--- config.mk ---
export PLATFORM = sky130hd
export DESIGN_NAME = ctf_gdiv
export DESIGN_NICKNAME = d
export VERILOG_FILES = /design/src/sv/ctf_pkg.sv /design/src/sv/ctf_gdiv.sv
export SDC_FILE = /design/constraint.sdc
export NUM_CORES = 1
export LEC_CHECK = 0
export BUFFER_PORTS_ARGS = -buffer_cell sky130_fd_sc_hd__buf_2
export CAP_MARGIN = 20
export CORE_MARGIN = 3
export CORE_UTILIZATION = 35
export DETAILED_ROUTE_END_ITERATION = 12
export HOLD_SLACK_MARGIN = 0.05
export REMOVE_ABC_BUFFERS = 1
export SYNTH_ARGS = -nofsm -noshare
export SYNTH_HDL_FRONTEND = slang
export SYNTH_SLANG_ARGS = --single-unit
export TNS_END_PERCENT = 1
--- constraint.sdc ---
create_clock -name i_clk -period 11.1 [get_ports i_clk]
set_clock_uncertainty 0.1 [all_clocks]
set_input_delay 1.11 -clock i_clk [delete_from_list [all_inputs] [get_ports i_clk]]
set_output_delay 1.11 -clock i_clk [all_outputs]
set_load 0.01 [all_outputs]
--- src/sv/ctf_pkg.sv ---
// Shared constants and types for the complementary tilt filter.
`timescale 1ns / 1ps
package ctf_pkg;

    localparam int ATAN_LEN = 24;
    localparam int ATAN_IW  = $clog2(ATAN_LEN);

    localparam logic [21:0] ATAN_Q16 [ATAN_LEN] = '{
        22'd2949120, 22'd1740967, 22'd919879, 22'd466945, 22'd234379, 22'd117304,
        22'd58666,   22'd29335,   22'd14668,  22'd7334,   22'd3667,   22'd1833,
        22'd917,     22'd458,     22'd229,    22'd115,    22'd57,     22'd29,
        22'd14,      22'd7,       22'd4,      22'd2,      22'd1,      22'd0
    };

    localparam logic [12:0] GYRO_RND    = 13'd8187;
    localparam logic [37:0] GYRO_RECIP  = 38'd137514492439;
    localparam int          RECIP_SHIFT = 51;
    localparam int          MUL_STEPS   = 4;
    localparam int          SQRT_STEPS  = 24;

    typedef enum logic [1:0] {
        REG_BIAS_X = 2'd0,
        REG_BIAS_Y = 2'd1,
        REG_BLEND  = 2'd2
    } t_reg_idx;

endpackage

--- src/sv/ctf_gdiv.sv ---
// Gyro increment: |d| * ms * 256 / 131000 rounded, by reciprocal multiplication.
`timescale 1ns / 1ps
module ctf_gdiv (
    input  logic               i_clk,
    input  logic               i_rst_n,
    input  logic               i_start,
    input  logic signed [16:0] i_diff,
    input  logic [15:0]        i_ms,
    output logic               o_busy,
    output logic signed [24:0] o_inc
);
    import ctf_pkg::*;

    logic        r_busy;
    logic        r_load;
    logic        r_neg;
    logic [1:0]  r_k;
    logic [31:0] r_mag;
    logic [36:0] r_num;
    logic [74:0] r_acc;
    logic [15:0] n_abs;
    logic [18:0] n_ma;
    logic [18:0] n_mb;
    logic [37:0] n_pp;
    logic [74:0] n_sh;
    logic [23:0] n_q;

    always_comb begin
        n_abs = i_diff[16] ? 16'(-i_diff) : i_diff[15:0];
        n_ma  = r_k[1] ? {1'b0, r_num[36:19]} : r_num[18:0];
        n_mb  = r_k[0] ? GYRO_RECIP[37:19] : GYRO_RECIP[18:0];
        n_pp  = 38'(n_ma) * 38'(n_mb);
        case (r_k)
            2'd0: n_sh = 75'(n_pp);
            2'd1: n_sh = 75'(n_pp) << 19;
            2'd2: n_sh = 75'(n_pp) << 19;
            default: n_sh = 75'(n_pp) << 38;
        endcase
        n_q = r_acc[RECIP_SHIFT +: 24];
    end

    always_ff @(posedge i_clk) begin
        if (!i_rst_n) begin
            r_busy <= 1'b0;
            r_load <= 1'b0;
            r_k    <= '0;
        end else if (i_start) begin
            r_busy <= 1'b1;
            r_load <= 1'b1;
            r_neg  <= i_diff[16];
            r_mag  <= 32'(n_abs) * 32'(i_ms);
        end else if (r_load) begin
            r_load <= 1'b0;
            r_num  <= {r_mag, 5'b00000} + 37'(GYRO_RND);
            r_acc  <= '0;
            r_k    <= '0;
        end else if (r_busy) begin
            r_acc <= r_acc + n_sh;
            r_k   <= r_k + 2'd1;
            if (r_k == 2'(MUL_STEPS - 1)) begin
                r_busy <= 1'b0;
            end
        end
    end

    assign o_busy = r_busy;
    assign o_inc  = r_neg ? -$signed({1'b0, n_q}) : $signed({1'b0, n_q});

endmodule

==> flow_summary.toml <==
[status]
run_status = "finished clean"

[final_layout]
layout_cell_share_with_drive_strength_beyond_1 = 0.0503
final_cells = 3990
layout-area-overhead-vs-synth_pct = 7.23
finish.net_count = 3709
n_antenna_cell = 0

[floorplan]
chipWidth_um = 281
core-area_sq_um = 74600
die_area_sq_um = 78800
num_io_pins = 62
die_height_um = 281
initial_utilization = 0.354
core.rowCount = 100

[global_route]
global_route.overflow_total = 0
gr-usage-all-layers = 0.176
first_global_vias = 20212
grt_start_max_net_pins = 76
number_of_antenna_violations_at_the_first_check_in_global_routing = 0
grt_pass1_wl_mm = 110

[drt]
top_layer_used = "met4"
dr_wl_met2_mm = 30.7
post_drt_wl_per_cell_um = 17.1
iter_0_drt_violations = 1576
route.final.wire_length_mm = 68.2
dr_wl_met3_mm = 3.86
drt-vias-per-instance = 5.13
first_pass_iters = 5
routedLengthMet1_mm = 31.9
drtAntennaViolNets = 0
routed-via-count = 20468
drc = 0

[yosys]
share_of_synthesized_cell_area_in_and_or_nand_and_nor_gates = 0.150
synth-compound-area-share = 0.130
synth_top_cell_area_share = 0.223
synthTopCellsByArea = "fa_1, ha_1, edfxtp_1, inv_1, nand2_1"
synth.lib_cells_used.distinct = 80
post_synth_inst_count = 2997
mux_share_of_post_synthesis_cell_area = 0.00952
avgSynthCellArea_sq_um = 8.82
cell_type_with_the_largest_total_area_after_synthesis = "fa_1"
synth_seq_cells = 144
synth_top_family_by_area = "adder cells"
edff_count_synth = 140
yosys_most_used_dff = "edfxtp_1"
seq_total_area_yosys = 0.162
yosysWarningCount = 0
synth_xor_xnor_area_share = 0.0620
post_synth_fa_ha_maj_area_fraction = 0.398
netlist_area_before_placement_sq_um = 26400
async_sr_flop_fraction = 0

[placement]
port-buffer-count = 61
place_ws_ns = 0.597
finalWeightedCongestion = 0.926
detailedPlacementHpwl_mm = 57.3
dp_cells = 3958

[critical_path]
crit_type = "flop to flop"
cp_top_family = "adder cells"
critical_path.max_stage_delay_ns = 0.56
timing.critical_path.from_type = "flop"
worstPathArrival_ns = 10.76
path_max_fanout = 21
ff2ff_path_depth = 31
crit_slowest_cell = "mux2i_1"
cp-end-kind = "flop"
cp_num_buf_inv = 3
critical_path_depth = 31
crit_required_ns = 11.24

[clocking]
ctsRootBufferMaster = "clkbuf_16"
clkLatencyLatePin_ns = 0.48
cts_hold_buf = 0
tritoncts = "done"
numCtsBuffers = 17
cts.repair_timing.setup_buffer_count = 0
h_tree_levels = 4
cts.clk_slew.worst_paths_ns = 0.07
cts_num_sinks = 144
cts-root-to-sink-buffers = 2
cts_resized = 0

[timing]
achievable-frequency_ghz = 0.0942
transition_at_the_pin_with_the_smallest_max_transition_slack_ns = 1.08
setup_viol = 0
relSlewSlack = 0.281
period_needed_ns = 10.62
rsz_0062_raised_after_global_routing = "no"
finalMaxSlewViolations = 0
report.final.hold_viol_count = 0
finalWorstSetupSlack_ns = 0.480
final_min_period_over_clock_period = 0.957
timing.setup.tns_ns = 0

[run]
maxCapViolCount = 0

[worst_hold_path]
worstHoldPathCells = 2
worst_hold_path_type = "flop to flop"
## tightest hold or removal path: stages, from the launching register on
cell and delay, ns:
dfxtp_1 0.30, o21ai_0 0.06, a21boi_0 0.07
## layer usage
layer  track usage  vias to the layer above
met5             0                        -
met3        0.0285                       77
met4        0.0533                        0
met2         0.280                      524
li1              -                     9910
met1         0.247                     9957
## metrics by stage
stage	util	cell area [sq um]	hold slack [ns]
2_1_floorplan	-	26100	0.417
3_3_place_gp	0.373	27800	0.377
3_5_place_dp	0.373	27800	0.376
4_1_cts	0.380	28300	0.384
5_1_grt	0.380	28300	0.454
6_report	0.380	28300	0.380
## state kept, by name (all words and copies together), names as in the netlist
register	count
r_mag	32
r_acc	75
r_load	1
o_busy	1
r_neg	1
r_k	2
r_num	32
## cell usage after synthesis, types with 5 or more instances
| cell | count |
|---|---|
| a221oi_1 | 5 |
| or3_1 | 8 |
| and3_1 | 21 |
| nand2b_1 | 24 |
| ha_1 | 371 |
| o211ai_1 | 8 |
| nor4_1 | 8 |
| a21o_1 | 85 |
| nor2_1 | 185 |
| nand4_1 | 44 |
| inv_1 | 503 |
| o21bai_1 | 27 |
| or2_2 | 11 |
| a22o_1 | 16 |
| a21boi_0 | 8 |
| o21a_1 | 13 |
| a211o_1 | 6 |
| o21ai_1 | 12 |
| o22ai_1 | 10 |
| clkbuf_1 | 104 |
| and2_1 | 124 |
| o41ai_1 | 5 |
| a21oi_1 | 154 |
| mux2_2 | 9 |
| o21ai_0 | 101 |
| a221o_1 | 5 |
| xnor2_1 | 128 |
| or4_1 | 8 |
| a31oi_1 | 15 |
| o31ai_1 | 15 |
| nor2b_1 | 27 |
| nor3_1 | 18 |
| and4_1 | 5 |
| edfxtp_1 | 140 |
| fa_1 | 294 |
| mux2i_1 | 15 |
| nand2_1 | 305 |
| nand3_1 | 28 |
| xor2_1 | 59 |
## final timing paths
path	slack, ns	startpoint	endpoint
max	0.48	r_k[1]	r_acc[74]
min	0.38	r_k[1]	r_k[1]
max reg2reg	0.48	r_k[1]	r_acc[74]
min reg2reg	0.38	r_k[1]	r_k[1]
## area by class of cell
cell class	count	area, sq um
Clock buffer	21	440
Clock inverter	11	115
Fill cell	7650	46200
Inverter	505	1900
Multi-Input combinational cell	2253	19900
Sequential cell	144	4290
Tap cell	969	1210
Timing Repair Buffer	87	500
## cell families after synthesis
family          after synthesis
compound gates              529
xor+xnor                    187
fa+ha+maj                   665
buf+inv                     617
flops                       144
mux                          24
other cells                   2
simple gates                829
## cells in the final DEF, fill, tap and decap left out, types with 28 or more instances in the layout
cell type / count
nand3_1: 28
fa_1: 294
inv_1: 503
buf_2: 61
and2_1: 124
xor2_1: 59
xnor2_1: 127
edfxtp_1: 140
nor2_1: 185
o21ai_0: 101
nand4_1: 44
a21oi_1: 154
ha_1: 371
a21o_1: 85
nand2_1: 305
Power is not shown: default switching activity piles up to over one toggle a cycle in this logic, so the estimate is an artifact.
