**src/sv/ctf_pkg.sv**
```systemverilog
// Shared constants and types for the complementary tilt filter.
`timescale 1ns / 1ps
package ctf_pkg;

    localparam int ATAN_LEN = 24;
    localparam int ATAN_IW  = $clog2(ATAN_LEN);

    localparam logic [21:0] ATAN_Q16 [ATAN_LEN] = '{
        22'd2949120, 22'd1740967, 22'd919879, 22'd466945, 22'd234379, 22'd117304,
        22'd58666,   22'd29335,   22'd14668,  22'd7334,   22'd3667,   22'd1833,
        22'd917,     22'd458,     22'd229,    22'd115,    22'd57,     22'd29,
        22'd14,      22'd7,       22'd4,      22'd2,      22'd1,      22'd0
    };

    localparam logic [12:0] GYRO_RND    = 13'd8187;
    localparam logic [37:0] GYRO_RECIP  = 38'd137514492439;
    localparam int          RECIP_SHIFT = 51;
    localparam int          MUL_STEPS   = 4;
    localparam int          SQRT_STEPS  = 24;

    typedef enum logic [1:0] {
        REG_BIAS_X = 2'd0,
        REG_BIAS_Y = 2'd1,
        REG_BLEND  = 2'd2
    } t_reg_idx;

endpackage

```
**src/sv/ctf_isqrt.sv**
```systemverilog
// Iterative floor square root of (a^2 + b^2) * 65536, one result bit per cycle.
`timescale 1ns / 1ps
module ctf_isqrt (
    input  logic               i_clk,
    input  logic               i_rst_n,
    input  logic               i_start,
    input  logic signed [15:0] i_a,
    input  logic signed [15:0] i_b,
    output logic               o_busy,
    output logic [23:0]        o_root
);
    import ctf_pkg::*;

    logic               r_busy;
    logic               r_load;
    logic [4:0]         r_k;
    logic signed [31:0] r_sa, r_sb;
    logic [47:0]        r_rad;
    logic [25:0]        r_rem;
    logic [23:0]        r_root;
    logic [27:0]        n_trial;
    logic [27:0]        n_t;
    logic [31:0]        n_ss;

    always_comb begin
        n_ss    = 32'(r_sa) + 32'(r_sb);
        n_trial = {r_rem, r_rad[47:46]};
        n_t     = {2'b00, r_root, 2'b01};
    end

    always_ff @(posedge i_clk) begin
        if (!i_rst_n) begin
            r_busy <= 1'b0;
            r_load <= 1'b0;
            r_k    <= '0;
        end else if (i_start) begin
            r_busy <= 1'b1;
            r_load <= 1'b1;
            r_sa   <= 32'(i_a) * 32'(i_a);
            r_sb   <= 32'(i_b) * 32'(i_b);
        end else if (r_load) begin
            r_load <= 1'b0;
            r_rad  <= {n_ss, 16'h0000};
            r_rem  <= '0;
            r_root <= '0;
            r_k    <= '0;
        end else if (r_busy) begin
            if (n_trial >= n_t) begin
                r_rem  <= 26'(n_trial - n_t);
                r_root <= {r_root[22:0], 1'b1};
            end else begin
                r_rem  <= n_trial[25:0];
                r_root <= {r_root[22:0], 1'b0};
            end
            r_rad <= {r_rad[45:0], 2'b00};
            r_k   <= r_k + 5'd1;
            if (r_k == 5'(SQRT_STEPS - 1)) begin
                r_busy <= 1'b0;
            end
        end
    end

    assign o_busy = r_busy;
    assign o_root = r_root;

endmodule

```
**config.mk**
```make
export PLATFORM = sky130hd
export DESIGN_NAME = ctf_isqrt
export DESIGN_NICKNAME = d
export VERILOG_FILES = /design/src/sv/ctf_pkg.sv /design/src/sv/ctf_isqrt.sv
export SDC_FILE = /design/constraint.sdc
export NUM_CORES = 2
export LEC_CHECK = 0
export CAP_MARGIN = 40
export CORE_ASPECT_RATIO = 1.25
export CORE_MARGIN = 4
export CORE_UTILIZATION = 60
export DETAILED_ROUTE_END_ITERATION = 16
export DONT_BUFFER_PORTS = 1
export GPL_TIMING_DRIVEN = 1
export PLACE_DENSITY = 0.72
export SLEW_MARGIN = 20
export SYNTH_ARGS = -nofsm -noshare
export SYNTH_HDL_FRONTEND = slang
export SYNTH_SLANG_ARGS = --single-unit
```
**constraint.sdc**
```tcl
create_clock -name i_clk -period 17.7 [get_ports i_clk]
set_input_delay 3.54 -clock i_clk [delete_from_list [all_inputs] [get_ports i_clk]]
set_output_delay 3.54 -clock i_clk [all_outputs]
set_load 0.01 [all_outputs]
```
==> results.sh <==
export IMPL_outcome="complete, no violations"
export IMPL_synth_top_area_frac=0.367
export IMPL_worst_endpoint_arrival_ns=9.84
export IMPL_grt_max_degree=65
export IMPL_synth_edf_count=144
export IMPL_yosysWarnings=0
export IMPL_final_common_cell="inv_1"
export IMPL_cts_resized=0
export IMPL_fin_tns_setup_ns=0
export IMPL_crit_type="in2reg"
export IMPL_worst_r2r_cell_count=10
export IMPL_io_pins=60
export IMPL_tritoncts="done"
export IMPL_vias=17062
export IMPL_synth_flop_cell="edfxtp_1"
export IMPL_hold_viol_final=0
export IMPL_grt_pass1_wl_um=89300
export IMPL_rows=84
export IMPL_syn_avg_cell_area_um2=9.83
export IMPL_synth_area_top_cells="fa_1 (37%), edfxtp_1 (17%), ha_1 (11%), inv_1 (9.8%), xnor2_1 (3.3%)"
export IMPL_wirelength_um=51500
export IMPL_dieHeight_um=239
export IMPL_reg2reg_to="r_rad[47]$_DFFE_PP_"
export IMPL_cap_violations=0
export IMPL_hp_class="reg2reg"
export IMPL_syn_inst=2603
export IMPL_slew_violations=0
export IMPL_crit_required_ns=17.88
export IMPL_yosysTopAreaCell="fa_1"
export IMPL_grt_overflow=0
export IMPL_max_freq_ghz=0.103
export IMPL_crit_fanout=20
export IMPL_cp_startpoint="i_a[15]"
export IMPL_dieArea_mm2=0.0460
export IMPL_tightestPinTransition_ns=0.815
export IMPL_coreArea_mm2=0.0421
export IMPL_synth_nets=3337
export IMPL_min_period_over_period=0.546
export IMPL_drive_gt1_frac=0.0314
export IMPL_cts_path_max_buffers=2
export IMPL_place_gp_congestion=0.932
export IMPL_postCtsSetupBuffers=0
export IMPL_clkLatencyLatePin_ns=0.43
export IMPL_ys_types=71
export IMPL_root_buffer="clkbuf_16"
export IMPL_crit_path_start_kind="input port"
export IMPL_syn2layout_area_growth_pct=4.47
export IMPL_synth_area_mm2=0.0256
export IMPL_antenna_left=0
export IMPL_async_reset_ff_frac=0
export IMPL_drc=0
export IMPL_seq_area_frac_synth=0.174
export IMPL_rsz0062_at_grt="no"
export IMPL_initial_core_util=0.607
export IMPL_drt_first_iter_violations=807
export IMPL_cts_sinks=151
export IMPL_crit_end="r_sa[31]$_DFFE_PP_"
export IMPL_die_w_um=193
export IMPL_drtPass1Iterations=6
export IMPL_skew_ns=0.0201
export IMPL_cts_buffers=17
export IMPL_vias_per_cell=5.43
export IMPL_worst_setup_hold_path_clk_slew_ns=0.07
export IMPL_period_needed_ns=9.67
export IMPL_dp_hpwl_um=42800
export IMPL_grt_usage=0.241
export IMPL_nNetsFinal=3304
export IMPL_wire_per_inst_um=16.4
export IMPL_crit_path_end_kind="flip-flop"
export IMPL_cts_hold_buf=0
export IMPL_setup_violations=0
export IMPL_antenna_cells=0
export IMPL_grt_pass1_vias=19179
export IMPL_io_buffers=0
export IMPL_layout_common_cells="inv_1 (671), fa_1 (469), ha_1 (230)"
export IMPL_htreeDepth=4
export IMPL_worst_r2r_setup_slack_ns=14.21
export IMPL_max_slew_margin=0.452
export IMPL_antenna_found_initial=0
export IMPL_r2r_start="r_sb[3]$_DFFE_PP_"
export IMPL_ys_ff_latch=151
-- cells by family (layout without fill, tap and decap cells) --
family          Yosys count  after routing  share of synthesized area
mux                      43             43                     0.0179
flops                   151            151                      0.174
xor+xnor                135            135                     0.0462
buf+inv                 733            713                      0.108
fa+ha+maj               699            699                      0.479
compound gates          272            272                     0.0700
simple gates            570            570                      0.104
-- critical path, cell delays in order --
cell	delay [ns]
inv_1	0.41
nor2_1	0.17
fa_1	0.66
fa_1	0.90
fa_1	0.53
fa_1	0.50
fa_1	0.49
inv_1	0.05
fa_1	0.48
inv_1	0.04
ha_1	0.32
a21o_1	0.20
a21o_1	0.18
a21o_1	0.19
a21oi_1	0.22
o21ai_0	0.18
a22o_1	0.22
a311o_1	0.31
a21oi_1	0.17
xnor2_1	0.07
-- cells in the mapped netlist (3+ instances only) --
library cell,instances
nor3_1,18
o21ai_1,3
xor2_1,40
nor4_1,8
a211o_1,6
or2_2,5
a221oi_1,3
xnor2_1,95
nor2_1,159
o21ai_0,41
ha_1,230
o21a_1,14
nand2_1,201
buf_2,3
a2111oi_0,3
and3_1,14
inv_1,671
a21oi_1,82
dfxtp_1,7
edfxtp_1,144
o211ai_1,5
nor2b_1,16
o21bai_1,12
mux2i_1,22
nand4_1,12
buf_1,5
o31ai_1,6
clkbuf_1,49
a211oi_1,12
and4_1,3
a31oi_1,11
a31o_2,9
nand3_1,18
a21boi_0,4
nand2b_1,17
mux2_2,21
fa_1,469
and2_1,85
a21o_1,35
or3_1,5
-- how the worst min path moves through the flow --
stage,from,to,slack [ns],depth (start not counted)
detailed placement,r_k[4]$_SDFFE_PN0P_,r_k[4]$_SDFFE_PN0P_,0.51,2
global placement,r_k[1]$_SDFFE_PN0P_,r_k[1]$_SDFFE_PN0P_,0.49,2
global route,r_rad[20]$_DFFE_PP_,r_rad[22]$_DFFE_PP_,0.56,1
finish,r_k[1]$_SDFFE_PN0P_,r_k[1]$_SDFFE_PN0P_,0.53,2
CTS,r_k[1]$_SDFFE_PN0P_,r_k[1]$_SDFFE_PN0P_,0.53,2
floorplan,r_k[1]$_SDFFE_PN0P_,r_k[1]$_SDFFE_PN0P_,0.47,2
-- state kept, by name, summed over array words and instances (netlist names) --
signal / flops
r_sb: 31
r_rem: 26
r_load: 1
o_busy: 1
o_root: 24
r_k: 5
r_sa: 31
r_rad: 32
-- stage by stage --
stage / area [um^2] / utilization / worst slack [ns] / cells / hold WS (ns)
5_1_grt: 26700 / 0.634 / 7.62 / 3142 / 0.557
2_1_floorplan: 25600 / - / 7.97 / 2603 / 0.473
6_report: 26700 / 0.634 / 8.03 / 3142 / 0.529
4_1_cts: 26700 / 0.633 / 8.06 / 3141 / 0.530
3_3_place_gp: 26100 / 0.619 / 7.78 / 3107 / 0.487
3_5_place_dp: 26100 / 0.620 / 7.62 / 3109 / 0.508
-- area by class of cell --
| type | count | area, um^2 |
|---|---|---|
| Clock buffer | 17 | 425 |
| Clock inverter | 15 | 158 |
| Fill cell | 3455 | 15400 |
| Inverter | 673 | 2530 |
| Multi-Input combinational cell | 1719 | 18400 |
| Sequential cell | 151 | 4470 |
| Tap cell | 559 | 699 |
| Timing Repair Buffer | 8 | 96.3 |
-- per-layer routing --
metal,global-route usage,share of wire,up-vias
met5,0,0,-
met4,0.0638,0.027,0
met3,0.0222,0.032,108
met2,0.461,0.56,344
met1,0.287,0.38,8637
li1,-,-,7973
Power is not shown: default switching activity piles up to over one toggle a cycle in this logic, so the estimate is an artifact.
