$ cat config.mk
export PLATFORM = sky130hd
export DESIGN_NAME = ctf_cordic
export DESIGN_NICKNAME = d
export VERILOG_FILES = /design/src/sv/ctf_pkg.sv /design/src/sv/ctf_cordic.sv
export SDC_FILE = /design/constraint.sdc
export NUM_CORES = 1
export LEC_CHECK = 0
export BUFFER_PORTS_ARGS = -buffer_cell sky130_fd_sc_hd__buf_2
export CAP_MARGIN = 20
export CORE_MARGIN = 1.5
export CORE_UTILIZATION = 45
export DETAILED_ROUTE_END_ITERATION = 6
export PLACE_DENSITY = 0.67
export SYNTH_ARGS = -nofsm -noshare
export SYNTH_HDL_FRONTEND = slang
export SYNTH_SLANG_ARGS = --single-unit
$ cat constraint.sdc
create_clock -name i_clk -period 7.7 [get_ports i_clk]
set_clock_uncertainty 0.15 [all_clocks]
set_input_delay 0.385 -clock i_clk [delete_from_list [all_inputs] [get_ports i_clk]]
set_output_delay 0.385 -clock i_clk [all_outputs]
set_load 0.01 [all_outputs]
$ cat src/sv/ctf_pkg.sv
// Shared constants and types for the complementary tilt filter.
`timescale 1ns / 1ps
package ctf_pkg;

    localparam int ATAN_LEN = 24;
    localparam int ATAN_IW  = $clog2(ATAN_LEN);

    localparam logic [21:0] ATAN_Q16 [ATAN_LEN] = '{
        22'd2949120, 22'd1740967, 22'd919879, 22'd466945, 22'd234379, 22'd117304,
        22'd58666,   22'd29335,   22'd14668,  22'd7334,   22'd3667,   22'd1833,
        22'd917,     22'd458,     22'd229,    22'd115,    22'd57,     22'd29,
        22'd14,      22'd7,       22'd4,      22'd2,      22'd1,      22'd0
    };

    localparam logic [12:0] GYRO_RND    = 13'd8187;
    localparam logic [37:0] GYRO_RECIP  = 38'd137514492439;
    localparam int          RECIP_SHIFT = 51;
    localparam int          MUL_STEPS   = 4;
    localparam int          SQRT_STEPS  = 24;

    typedef enum logic [1:0] {
        REG_BIAS_X = 2'd0,
        REG_BIAS_Y = 2'd1,
        REG_BLEND  = 2'd2
    } t_reg_idx;

endpackage

$ cat src/sv/ctf_cordic.sv
// Vectoring CORDIC: atan2 of numerator over root in Q8 degrees, one step per cycle.
`timescale 1ns / 1ps
module ctf_cordic #(
    parameter int CORDIC_ITERATIONS = 16
) (
    input  logic               i_clk,
    input  logic               i_rst_n,
    input  logic               i_start,
    input  logic signed [16:0] i_num,
    input  logic [23:0]        i_root,
    output logic               o_busy,
    output logic signed [17:0] o_angle
);
    import ctf_pkg::*;

    logic               r_busy;
    logic [ATAN_IW-1:0] r_i;
    logic signed [27:0] r_x, r_y;
    logic signed [25:0] r_z;
    logic signed [17:0] r_angle;
    logic signed [27:0] n_dx, n_dy;
    logic signed [25:0] n_z;
    logic signed [25:0] n_zr;

    always_comb begin
        n_dx = r_y >>> r_i;
        n_dy = r_x >>> r_i;
        if (!r_y[27]) begin
            n_z = r_z + $signed({4'b0000, ATAN_Q16[r_i]});
        end else begin
            n_z = r_z - $signed({4'b0000, ATAN_Q16[r_i]});
        end
        n_zr = n_z + 26'sd128;
    end

    always_ff @(posedge i_clk) begin
        if (!i_rst_n) begin
            r_busy <= 1'b0;
            r_i    <= '0;
        end else if (i_start) begin
            if (i_root == '0 && i_num == '0) begin
                r_angle <= '0;
            end else begin
                r_busy <= 1'b1;
                r_x    <= $signed({4'b0000, i_root});
                r_y    <= $signed({{3{i_num[16]}}, i_num, 8'h00});
                r_z    <= '0;
                r_i    <= '0;
            end
        end else if (r_busy) begin
            if (!r_y[27]) begin
                r_x <= r_x + n_dx;
                r_y <= r_y - n_dy;
            end else begin
                r_x <= r_x - n_dx;
                r_y <= r_y + n_dy;
            end
            r_z <= n_z;
            r_i <= r_i + 1'b1;
            if (r_i == ATAN_IW'(CORDIC_ITERATIONS - 1)) begin
                r_busy  <= 1'b0;
                r_angle <= n_zr[25:8];
            end
        end
    end

    assign o_busy  = r_busy;
    assign o_angle = r_angle;

endmodule

==> reports/metrics.yaml <==
cells_and_area:
  utilization_pct: 48.9
  final_common_cell: "nand2_1"
  design_area_mm2: 0.0146
  multiInputGateArea_mm2: 0.0101
  antennaDiodeCount: 0
  num-fill-cells: 2870
  syn2layout_area_growth_pct: 5.97
  seqCellArea_mm2: 0.00313
  drive_gt1_share_pct: 13.4
  final_nets: 1729
  layout_common_cells: "155 x nand2_1, 125 x nor2_1, 119 x a21oi_1"
power_and_ir_drop:
  power.share.sequential_pct: 21.7
  p_switching_uw: 2150
  combPwrFrac_pct: 68.3
  powerDensity_mw_per_mm2: 311
  vdd_ir_drop_max_mv: 0.194
  switching_share_pct: 47.2
  intPower_uw: 2400
  leakage_uw: 0.00559
  p_clk_share_pct: 10.0
clock_network:
  cts.clk_slew.worst_paths_ns: 0.08
  clock_latency_ns: 0.39
  cts.path.max_buffers: 2
  cts_buffers: 9
  clock_sinks: 106
  root_buffer: "clkbuf_16"
  cts_tree: "yes"
  ctsResizeCount: 0
  postCtsHoldBufs: 0
  post_cts.repair.setup_buffers: 0
  ctsHtreeMaxLevel: 3
worst_setup_path:
  crit_fanout: 53
  rr_startpoint: "r_i[0]"
  critPathRequiredTime_ns: 7.70
  worstSetupEndpointType: "flop"
  crit_buf_inv: 2
  rr_endpoint: "o_angle[17]"
  critical_path.top_delay_family: "simple AND/OR/NAND/NOR gates"
  ff2ff_setup_slack_ns: 1.03
  worstPathCellList: "inv_2 -> ha_1 -> inv_1 -> mux4_2 -> a21oi_1 -> nand2b_1 -> nor2_1 -> and4_1 -> nand2_1 -> nand2_1 -> xor2_1 -> ha_1 -> a21o_1 -> a21o_1 -> a21o_1 -> and2_1 -> a311oi_1 -> o211ai_1 -> nor3_1 -> nand2_1 -> nor4_1 -> mux2_2"
  path_class: "reg -> reg"
  path_depth: 22
  worstSetupEndpoint: "o_angle[17]"
  startpoint: "r_i[0]"
  cp_slowest_cell: "dfxtp_4"
  ff2ff_path_depth: 22
  cp.arrival_ns: 6.67
  slowest_delay_ns: 0.87
  crit_path_start_kind: "flop"
placement:
  portBuffers: 62
  dpl_cell_area_mm2: 0.0143
  place_hpwl_um: 30500
  place_congestion: 0.988
synthesis:
  synthArstFlopShare_pct: 0
  synth_compound_area_share_pct: 21.4
  synth_top_area_share_pct: 21.8
  synth_area_leaders: "edfxtp_1 22%, mux4_2 9.8%, ha_1 8.5%, xnor2_1 4.6%, a21oi_1 4.4%"
  ys_seq_area_share_pct: 22.6
  synth_top_family_by_area: "compound AO/OA/AOI/OAI gates"
  yosysWarnings: 0
  syn-num-nets: 1723
  synth.area.mux_share_pct: 14.5
  netlist_area_mm2: 0.0138
  ys_types: 88
  syn-mean-instance-area_um2: 8.72
  ys_seq_elements: 106
  synth_cells: 1582
  yosys.area_share.xor_xnor_pct: 8.67
  synth-simple-area-share_pct: 19.7
  yosysTopAreaCell: "edfxtp_1"
  synthAdderAreaFrac_pct: 8.96
  ys.flop_type: "edfxtp_1"
  synth-edff-count: 100
timing:
  rsz0062_at_grt: "no"
  worst_pin_slew_ns: 1.06
  fmax_mhz: 150
  slew_violations: 0
  relSlewSlack_pct: 29.1
  hold_viol: 0
  setup_violations: 0
  fin_crit_ns: 6.67
  fin_crit_sh_pct: 86.6
  fin_setup_tns_ns: 0
min_path:
  hp-start: "i_rst_n"
  min_path_type: "in -> reg"
die:
  die-height_um: 178
  die_x_um: 178
  rows: 63
  io_pins: 63
  start_util_pct: 46.2
  die_area_mm2: 0.0317
  coreArea_mm2: 0.0299
global_route:
  antenna_found_initial: 0
  grt_usage_pct: 25.8
  grt_start_max_net_pins: 72
  grt_pass1_vias: 11800
  grt_pass1_wl_um: 63700
  grt_overflow: 0
outcome:
  status: "finished, final reports clean"
route:
  antenna_left: 0
  drt-pass1-iter-count: 6
  routed_wl_um: 40000
  vias: 12400
  dr.first_iter.drc_count: 1103
  vias_per_cell: 6.25
  drc: 0
  wl_per_cell_um: 20.2
run:
  drv_cap: 0
[routing by layer]
metal / up-vias / routed length [um] / track usage (%)
met5: - / 0 / 0
met4: 0 / 1530 / 10.7
met3: 92 / 2470 / 4.13
met2: 494 / 18800 / 42.8
met1: 5816 / 17200 / 33.3
li1: 5992 / - / -
[cell families (layout without fill, tap and decap cells)]
| family | after synthesis | after routing |
|---|---|---|
| AO/OA/AOI/OAI | 459 | 459 |
| XOR/XNOR | 135 | 135 |
| adder cells (fa/ha/maj) | 97 | 97 |
| buffers and inverters | 126 | 137 |
| flip-flops | 106 | 106 |
| multiplexers | 119 | 119 |
| AND/OR/NAND/NOR | 540 | 540 |
[sequential cells by signal, indices dropped and copies added, names as in the netlist]
name     flops
o_angle     18
r_x         28
r_z         26
r_y         28
o_busy       1
r_i          5
[how the worst min path moves through the flow]
stage / end / cells after the start / slack (ns)
2_1_floorplan: r_i[3] / 2 / 0.35
3_3_place_gp: o_busy / 2 / 0.48
3_5_place_dp: o_busy / 2 / 0.49
4_1_cts: r_i[3] / 3 / 0.11
5_1_grt: r_i[3] / 3 / 0.13
6_report: r_i[3] / 3 / 0.13
[per-stage QoR]
step                      hold WS (ns)  setup WS (ns)  power (uW)  cells
final                            0.130           1.03        4550   1983
after global routing             0.126          0.506        4930   1983
after CTS                        0.111           1.04        4520   1982
after floorplan                  0.351           1.78        3360   1582
after detailed placement         0.490           1.04        4030   1966
after global placement           0.483           1.20        4000   1966
[synth_stat cells (all sizes together), types with 39 or more instances]
cell type	instances
o21ai	114
edfxtp	100
xor2	62
ha	94
nand3	39
a21oi	120
nor2	125
clkbuf	46
mux4	60
inv	42
nand2	155
xnor2	72
[power groups by stage]
stage,Combinational [uW],Sequential (uW),Clock (uW)
floorplan,2460,907,0
global placement,3010,991,0
detailed placement,3040,991,0
CTS,3070,980,466
global route,3450,996,486
finish,3110,987,453
[worst register-to-register path: stages (launching register included)]
cell	delay [ns]
dfxtp_4	0.87
inv_2	0.33
ha_1	0.47
inv_1	0.10
mux4_2	0.48
a21oi_1	0.34
nand2b_1	0.20
nor2_1	0.06
and4_1	0.25
nand2_1	0.10
nand2_1	0.12
xor2_1	0.19
ha_1	0.36
a21o_1	0.18
a21o_1	0.21
a21o_1	0.22
and2_1	0.20
a311oi_1	0.27
o211ai_1	0.20
nor3_1	0.31
nand2_1	0.16
nor4_1	0.28
mux2_2	0.37
[layout make-up]
class,instances,area share [%]
Clock buffer,10,1.57
Timing Repair Buffer,79,3.10
Tap cell,390,3.34
Sequential cell,106,21.4
Clock inverter,6,0.282
Inverter,42,1.08
Multi-Input combinational cell,1350,69.2
Note: power is estimated with default switching activity, not from simulation.
